File: src/hw/rtl/slb_pkg.sv
`timescale 1ns / 1ps
// Shared types and constants for the S-box lookup and linear bias block.
// No dependencies; imported by slb_cell and sbox_lookup_and_linear_bias.

package slb_pkg;

    // Field widths of the stream payload
    localparam int FIELD_W      = 4;
    localparam int S_TDATA_W    = 16;
    localparam int S_TUSER_W    = 2;
    localparam int M_TDATA_W    = 16;

    // Default table geometry
    localparam int DEF_IN_BITS  = 4;
    localparam int DEF_OUT_BITS = 4;

    // Request kinds, carried on the slave tuser
    typedef enum logic [1:0] {
        OP_LOAD = 2'd0,
        OP_FWD  = 2'd1,
        OP_INV  = 2'd2,
        OP_BIAS = 2'd3
    } t_op;

    // Token control moving down the cell chain
    typedef struct packed {
        logic valid;
        t_op  op;
    } t_ctl;

endpackage

File: src/hw/rtl/slb_cell.sv
`timescale 1ns / 1ps
// One cell of the S-box chain: holds the table entry for its own index and
// works on the token passing through. Depends on slb_pkg.

module slb_cell #(
    parameter int IN_BITS  = slb_pkg::DEF_IN_BITS,
    parameter int OUT_BITS = slb_pkg::DEF_OUT_BITS,
    parameter int ACC_W    = slb_pkg::DEF_IN_BITS + 1,
    parameter int INDEX    = 0
) (
    input  logic                 i_clk,
    input  logic                 i_rst_n,
    input  slb_pkg::t_ctl        i_ctl,
    input  logic [OUT_BITS-1:0]  i_key,
    input  logic [IN_BITS-1:0]   i_amask,
    input  logic [OUT_BITS-1:0]  i_bmask,
    input  logic [ACC_W-1:0]     i_acc,
    input  logic                 i_flag,
    output slb_pkg::t_ctl        o_ctl,
    output logic [OUT_BITS-1:0]  o_key,
    output logic [IN_BITS-1:0]   o_amask,
    output logic [OUT_BITS-1:0]  o_bmask,
    output logic [ACC_W-1:0]     o_acc,
    output logic                 o_flag
);
    import slb_pkg::*;

    localparam logic [IN_BITS-1:0] MY_IDX = IN_BITS'(INDEX);

    logic [OUT_BITS-1:0] r_entry;
    t_ctl                r_ctl;
    logic [OUT_BITS-1:0] r_key;
    logic [IN_BITS-1:0]  r_amask;
    logic [OUT_BITS-1:0] r_bmask;
    logic [ACC_W-1:0]    r_acc;
    logic                r_flag;

    logic [ACC_W-1:0]    n_acc;
    logic                n_flag;
    logic                n_we;
    logic                w_match;

    // Linear relation holds when both masked parities agree
    assign w_match = ((^(MY_IDX & i_amask)) == (^(r_entry & i_bmask)));

    // Per-request work on the passing token
    always_comb begin
        n_acc  = i_acc;
        n_flag = i_flag;
        n_we   = 1'b0;
        case (i_ctl.op)
            OP_LOAD: begin
                // acc carries the load index, key the new value
                if (i_acc[IN_BITS-1:0] == MY_IDX) begin
                    n_we = i_ctl.valid;
                end
                if ((MY_IDX < i_acc[IN_BITS-1:0]) && (r_entry == i_key)) begin
                    n_flag = 1'b1;
                end
            end
            OP_FWD: begin
                // amask carries the index to look up
                if (i_amask == MY_IDX) begin
                    n_acc = ACC_W'(r_entry);
                end
            end
            OP_INV: begin
                // later cells override, so the highest matching index wins
                if (r_entry == i_key) begin
                    n_acc  = ACC_W'(MY_IDX);
                    n_flag = 1'b1;
                end
            end
            OP_BIAS: begin
                n_acc = i_acc + ACC_W'(w_match);
            end
            default: begin
                n_acc = i_acc;
            end
        endcase
    end

    // Token register and entry storage
    always_ff @(posedge i_clk) begin
        if (!i_rst_n) begin
            r_ctl <= '0;
        end else begin
            r_ctl <= i_ctl;
        end
        r_key   <= i_key;
        r_amask <= i_amask;
        r_bmask <= i_bmask;
        r_acc   <= n_acc;
        r_flag  <= n_flag;
        if (n_we) begin
            r_entry <= i_key;
        end
    end

    assign o_ctl   = r_ctl;
    assign o_key   = r_key;
    assign o_amask = r_amask;
    assign o_bmask = r_bmask;
    assign o_acc   = r_acc;
    assign o_flag  = r_flag;

endmodule

File: src/hw/rtl/sbox_lookup_and_linear_bias.sv
`timescale 1ns / 1ps
// Top level of the S-box lookup and linear bias block: request intake, the
// chain of slb_cell, load bookkeeping and the result register. Uses slb_pkg.
//
//  Port group     | Dir | tdata fields (low bit up)                 | tuser
//  s_axis_*       | in  | entry_value, lookup_value, input_mask,    | operation
//                 |     | output_mask (4 bits each)                 |
//  m_axis_*       | out | result_value(4), bias_numerator(4),       | -
//                 |     | table_complete(1), not_invertible(1), 0s  |
//
// Every request walks the whole chain of 2^IN_BITS cells, one cell a cycle;
// the result then waits in a pending register for the output register.
// One request is in flight at a time; the next is taken once the result
// sits in the output register, even if the master side is stalled.
// Synchronous active-low reset clears the flags and load index; table
// entries are unknown until loaded.

module sbox_lookup_and_linear_bias #(
    parameter int IN_BITS  = slb_pkg::DEF_IN_BITS,
    parameter int OUT_BITS = slb_pkg::DEF_OUT_BITS
) (
    input  logic                          i_clk,
    input  logic                          i_rst_n,
    input  logic                          s_axis_tvalid,
    output logic                          s_axis_tready,
    // entry_value[3:0], lookup_value[7:4], input_mask[11:8], output_mask[15:12]
    input  logic [slb_pkg::S_TDATA_W-1:0] s_axis_tdata,
    // operation[1:0]
    input  logic [slb_pkg::S_TUSER_W-1:0] s_axis_tuser,
    output logic                          m_axis_tvalid,
    input  logic                          m_axis_tready,
    // result_value[3:0], bias_numerator[7:4], table_complete[8],
    // not_invertible[9], zero[15:10]
    output logic [slb_pkg::M_TDATA_W-1:0] m_axis_tdata
);
    import slb_pkg::*;

    localparam int N     = 1 << IN_BITS;
    localparam int ACC_W = (IN_BITS + 1 > OUT_BITS) ? IN_BITS + 1 : OUT_BITS;
    localparam int PAD_W = M_TDATA_W - 2 * FIELD_W - 2;
    localparam logic [IN_BITS-1:0] LAST_IDX = IN_BITS'(N - 1);
    localparam logic [IN_BITS:0]   HALF     = (IN_BITS + 1)'(N / 2);

    // Chain wiring: element 0 is the intake, element N the chain exit
    t_ctl                w_ctl   [0:N];
    logic [OUT_BITS-1:0] w_key   [0:N];
    logic [IN_BITS-1:0]  w_amask [0:N];
    logic [OUT_BITS-1:0] w_bmask [0:N];
    logic [ACC_W-1:0]    w_acc   [0:N];
    logic                w_flag  [0:N];
    logic [N-1:0]        w_chain_valid;

    logic [FIELD_W-1:0]  w_entry_f, w_look_f, w_amask_f, w_bmask_f;
    t_op                 w_in_op;
    logic                w_in_xfer;

    // Control and status registers
    logic [IN_BITS-1:0]  r_load_idx, n_load_idx;
    logic                r_full, n_full;
    logic                r_dup, n_dup;
    logic                r_inflight;
    logic                r_pend_valid;
    logic [FIELD_W-1:0]  r_pend_res, n_res;
    logic [FIELD_W-1:0]  r_pend_bias, n_bias;
    logic                r_pend_full, r_pend_dup;
    logic                r_out_valid;
    logic [M_TDATA_W-1:0] r_out_data;

    logic                w_exit;
    logic [IN_BITS:0]    w_count;
    logic [IN_BITS:0]    w_diff;
    logic                w_out_free;

    // Unpack the slave transfer
    assign w_entry_f = s_axis_tdata[FIELD_W-1:0];
    assign w_look_f  = s_axis_tdata[2*FIELD_W-1:FIELD_W];
    assign w_amask_f = s_axis_tdata[3*FIELD_W-1:2*FIELD_W];
    assign w_bmask_f = s_axis_tdata[4*FIELD_W-1:3*FIELD_W];
    assign w_in_op   = t_op'(s_axis_tuser);

    assign s_axis_tready = !r_inflight && !r_pend_valid;
    assign w_in_xfer     = s_axis_tvalid && s_axis_tready;

    // Token launched into the first cell
    always_comb begin
        w_ctl[0].valid = w_in_xfer;
        w_ctl[0].op    = w_in_op;
        w_key[0]       = OUT_BITS'(w_look_f);
        w_amask[0]     = IN_BITS'(w_amask_f);
        w_bmask[0]     = OUT_BITS'(w_bmask_f);
        w_acc[0]       = '0;
        w_flag[0]      = 1'b0;
        case (w_in_op)
            OP_LOAD: begin
                w_key[0] = OUT_BITS'(w_entry_f);
                w_acc[0] = ACC_W'(r_load_idx);
            end
            OP_FWD: begin
                w_amask[0] = IN_BITS'(w_look_f);
            end
            default: begin
                w_key[0] = OUT_BITS'(w_look_f);
            end
        endcase
    end

    // Row of cells, one per table index
    for (genvar g = 0; g < N; g++) begin : g_cell
        slb_cell #(
            .IN_BITS  (IN_BITS),
            .OUT_BITS (OUT_BITS),
            .ACC_W    (ACC_W),
            .INDEX    (g)
        ) u_cell (
            .i_clk   (i_clk),
            .i_rst_n (i_rst_n),
            .i_ctl   (w_ctl[g]),
            .i_key   (w_key[g]),
            .i_amask (w_amask[g]),
            .i_bmask (w_bmask[g]),
            .i_acc   (w_acc[g]),
            .i_flag  (w_flag[g]),
            .o_ctl   (w_ctl[g+1]),
            .o_key   (w_key[g+1]),
            .o_amask (w_amask[g+1]),
            .o_bmask (w_bmask[g+1]),
            .o_acc   (w_acc[g+1]),
            .o_flag  (w_flag[g+1])
        );
        assign w_chain_valid[g] = w_ctl[g+1].valid;
    end

    assign w_exit = w_ctl[N].valid;

    // Bias magnitude from the match count
    assign w_count = w_acc[N][IN_BITS:0];
    assign w_diff  = (w_count >= HALF) ? (w_count - HALF) : (HALF - w_count);

    // Load bookkeeping and result fields at chain exit
    always_comb begin
        n_load_idx = r_load_idx;
        n_full     = r_full;
        n_dup      = r_dup;
        n_res      = '0;
        n_bias     = '0;
        case (w_ctl[N].op)
            OP_LOAD: begin
                n_load_idx = r_load_idx + 1'b1;
                n_dup      = ((r_load_idx == '0) ? 1'b0 : r_dup) | w_flag[N];
                if (r_load_idx == LAST_IDX) begin
                    n_full = 1'b1;
                end else if (r_load_idx == '0) begin
                    n_full = 1'b0;
                end
            end
            OP_FWD, OP_INV: begin
                if (r_full) begin
                    n_res = FIELD_W'(w_acc[N]);
                end
            end
            OP_BIAS: begin
                if (r_full) begin
                    n_bias = FIELD_W'(w_diff);
                end
            end
            default: begin
                n_res = '0;
            end
        endcase
    end

    assign w_out_free = !r_out_valid || m_axis_tready;

    // Control state, pending result and output register
    always_ff @(posedge i_clk) begin
        if (!i_rst_n) begin
            r_load_idx   <= '0;
            r_full       <= 1'b0;
            r_dup        <= 1'b0;
            r_inflight   <= 1'b0;
            r_pend_valid <= 1'b0;
            r_out_valid  <= 1'b0;
        end else begin
            if (w_in_xfer) begin
                r_inflight <= 1'b1;
            end else if (w_exit) begin
                r_inflight <= 1'b0;
            end

            if (w_exit) begin
                r_pend_valid <= 1'b1;
                if (w_ctl[N].op == OP_LOAD) begin
                    r_load_idx <= n_load_idx;
                    r_full     <= n_full;
                    r_dup      <= n_dup;
                end
            end else if (r_pend_valid && w_out_free) begin
                r_pend_valid <= 1'b0;
            end

            if (r_pend_valid && w_out_free) begin
                r_out_valid <= 1'b1;
            end else if (m_axis_tready) begin
                r_out_valid <= 1'b0;
            end
        end

        if (w_exit) begin
            r_pend_res  <= n_res;
            r_pend_bias <= n_bias;
            r_pend_full <= n_full;
            r_pend_dup  <= n_dup;
        end
        if (r_pend_valid && w_out_free) begin
            r_out_data <= {{PAD_W{1'b0}}, r_pend_dup, r_pend_full,
                           r_pend_bias, r_pend_res};
        end
    end

    assign m_axis_tvalid = r_out_valid;
    assign m_axis_tdata  = r_out_data;

    // Checks on the sequencing of the chain
    a_single_token: assert property (@(posedge i_clk) disable iff (!i_rst_n)
        $countones(w_chain_valid) <= 1)
        else $error("more than one token in the cell chain");

    a_exit_in_flight: assert property (@(posedge i_clk) disable iff (!i_rst_n)
        w_exit |-> r_inflight)
        else $error("chain exit without a request in flight");

    a_pend_held: assert property (@(posedge i_clk) disable iff (!i_rst_n)
        (r_pend_valid && r_out_valid && !m_axis_tready) |=> r_pend_valid)
        else $error("pending result dropped while output stalled");

    a_full_wraps: assert property (@(posedge i_clk) disable iff (!i_rst_n)
        r_full |-> (r_load_idx == '0))
        else $error("table complete with a partial load index");

endmodule
File: config.mk
export PLATFORM = sky130hd
export DESIGN_NAME = sbox_lookup_and_linear_bias
export DESIGN_NICKNAME = d
export VERILOG_FILES = /design/src/hw/rtl/slb_pkg.sv /design/src/hw/rtl/slb_cell.sv /design/src/hw/rtl/sbox_lookup_and_linear_bias.sv
export SDC_FILE = /design/constraint.sdc
export NUM_CORES = 1
export LEC_CHECK = 0
export ABC_AREA = 1
export BUFFER_PORTS_ARGS = -buffer_cell sky130_fd_sc_hd__clkbuf_2
export CORE_MARGIN = 3
export CORE_UTILIZATION = 55
export DETAILED_ROUTE_END_ITERATION = 10
export GPL_TIMING_DRIVEN = 1
export PLACE_DENSITY = 0.71
export SLEW_MARGIN = 20
export SYNTH_ARGS = -nofsm -noshare
export SYNTH_HDL_FRONTEND = slang
export SYNTH_HIERARCHICAL = 1
export SYNTH_SLANG_ARGS = --single-unit
File: constraint.sdc
create_clock -name i_clk -period 2.4 [get_ports i_clk]
set_input_delay 0.48 -clock i_clk [delete_from_list [all_inputs] [get_ports i_clk]]
set_output_delay 0.48 -clock i_clk [all_outputs]
set_load 0.005 [all_outputs]
==> qor.yml <==
outcome: "finished clean"
rsz0062_at_grt: "false"
cts.sinks: 417
end_kind: "register"
required_ps: 2820
root_buffer: "clkbuf_16"
initial_utilization_pct: 56.61
cts_setup_buffers: 0
fmax_mhz: 458.2
cts_resized: 0
io_pins: 40
grt_pass1_wl_um: 62620
cts_buffers: 43
cts_tree: "done"
hold_violations: 0
slew_headroom_pct: 49.77
grt_use_total_pct: 20.94
antenna_found_initial: 0
clk_path_buf_depth: 3
clkLatencyLatePin_ps: 540
wire_per_inst_um: 13.14
worstSetupPathType: "reg2reg"
synth_area_um2: 18140
worst_setup_path_start_kind: "register"
pwr-share-clk_pct: 42.8
nets: 2424
critPathArrivalTime_ps: 2600
hp-class: "in2reg"
report.final.slew_viol_count: 0
fin_skew_ps: 17.19
core_um2: 32040
ctsHoldBuffers: 0
portBuffers: 33
combPwrFrac_pct: 7.2
grt_pass1_vias: 13138
switchingPower_uw: 3732
multi_input_area_um2: 7486
finalSetupViolCount: 0
drtPass1Iterations: 5
drt_wl_total_um: 37140
die_w_um: 187.6
final_util_pct: 63.55
path_clk_slew_ps: 60
finalCriticalPeriod_ps: 2183
dpl-instance-area_um2: 18860
die_h_um: 187.6
grt_max_degree: 19
p_leak_uw: 0.009734
cap_violations: 0
tightest_slew_ps: 747.7
finalInstanceArea_um2: 20360
p_per_area_nw_per_um2: 780.5
grt_overflow: 0
avgViaCountPerCell: 4.974
irDropWorstVdd_mv: 0.5759
dpl.hpwl_um: 28350
fp.dieArea_um2: 35200
rows: 65
fin_crit_sh_pct: 90.94
antennaDiodeCount: 0
avgSynthCellArea_um2: 7.967
p_total_uw: 15890
fill_cells: 2797
htreeDepth: 2
pwr-share-seq_pct: 50.1
final_antenna_net_count: 0
drt_iter0_drc: 919
regArea_um2: 9189
drc: 0
finalSetupTns_ps: 0
num_vias: 14062
syn_to_final_growth_pct: 12.26
drive_gt1_share_pct: 12.12
path_max_fanout: 3
switching_share_pct: 23.48
synth_warnings: 6
syn_inst: 2277
gp_congestion: 0.8898
internal-power_uw: 12160
-- area by class of cell --
type | count | area share (%)
inverters | 363 | 6.722
repair buffers | 45 | 1.315
clock inverters | 15 | 0.7619
well taps | 435 | 2.673
multi-input cells | 1487 | 36.76
flip-flops and latches | 417 | 45.12
clock buffers | 65 | 6.648
-- metal layers --
| metal | up-vias | global-route usage, % | wire, µm |
|---|---|---|---|
| li1 | 7345 | - | - |
| met1 | 6355 | 29.71 | 18130 |
| met2 | 308 | 33.77 | 16630 |
| met3 | 54 | 3.309 | 1757 |
| met4 | 0 | 5.079 | 631 |
| met5 | - | 0 | 0 |
-- cells in the final DEF (no fill, tap or decap), drive strengths merged, types with 10 or more instances in the layout --
| cell | n |
|---|---|
| xnor2 | 21 |
| nand3 | 147 |
| nor3 | 17 |
| clkbuf | 98 |
| inv | 360 |
| edfxtp | 84 |
| xor2 | 26 |
| ha | 45 |
| nor2 | 169 |
| conb | 10 |
| a21oi | 56 |
| o21ai | 71 |
| clkinv | 12 |
| nand2 | 780 |
| o21bai | 21 |
| dfxtp | 333 |
| nand4 | 66 |
| o211ai | 14 |
| buf | 12 |
-- path summary, 6_finish.rpt --
check | start | end | slack [ps] | depth (start not counted)
worst max-delay path | g_cell[10].u_cell/o_amask[0] | g_cell[11].u_cell/o_acc[4] | 220 | 14
worst min-delay path | s_axis_tdata[13] | g_cell[0].u_cell/o_bmask[1] | 70 | 1
worst max register to register | g_cell[10].u_cell/o_amask[0] | g_cell[11].u_cell/o_acc[4] | 220 | 14
worst min register to register | g_cell[6].u_cell/o_amask[0] | g_cell[7].u_cell/o_amask[0] | 350 | 0
-- flip-flops by register name, indices dropped and copies added, names as in the netlist --
signal and cells:
r_pend_full 1, g_cell.u_cell/o_bmask 60, g_cell.u_cell/o_amask 60, r_dup 1
g_cell.u_cell/o_ctl 48, r_pend_res 4, g_cell.u_cell/o_flag 16, r_pend_valid 1
r_load_idx 4, g_cell.u_cell/o_acc 80, r_full 1, m_axis_tvalid 1
r_pend_dup 1, g_cell.u_cell/r_entry 64, r_pend_bias 4, m_axis_tdata 10
r_inflight 1, g_cell.u_cell/o_key 60
-- critical path: stages (launching register included) --
cell	delay, ps
dfxtp_1	310
ha_1	300
xor2_1	170
or2_2	310
nand2_1	60
nand2_1	40
nand2_1	60
ha_1	180
ha_1	150
inv_1	60
nor2_1	130
nand2_1	60
nand2_1	50
and3_1	150
a21oi_2	50
-- through the flow --
step                      worst slack (ps)  cells  hold slack, ps
final                                217.4   2827           65.46
after global routing                 39.48   2827           55.42
after CTS                            219.8   2827           49.79
after detailed placement             222.9   2747           335.3
after global placement               224.8   2747           338.4
after floorplan                      335.0   2286           322.4
-- power by group through the flow --
stage / logic, µW / clock network (µW) / registers [µW]
2_1_floorplan: 913 / 0 / 7940
6_report: 1140 / 6800 / 7960
3_3_place_gp: 1100 / 0 / 8100
5_1_grt: 1330 / 7230 / 8010
3_5_place_dp: 1130 / 0 / 8100
4_1_cts: 1140 / 6960 / 7960
(Power assumes the default switching activity.)
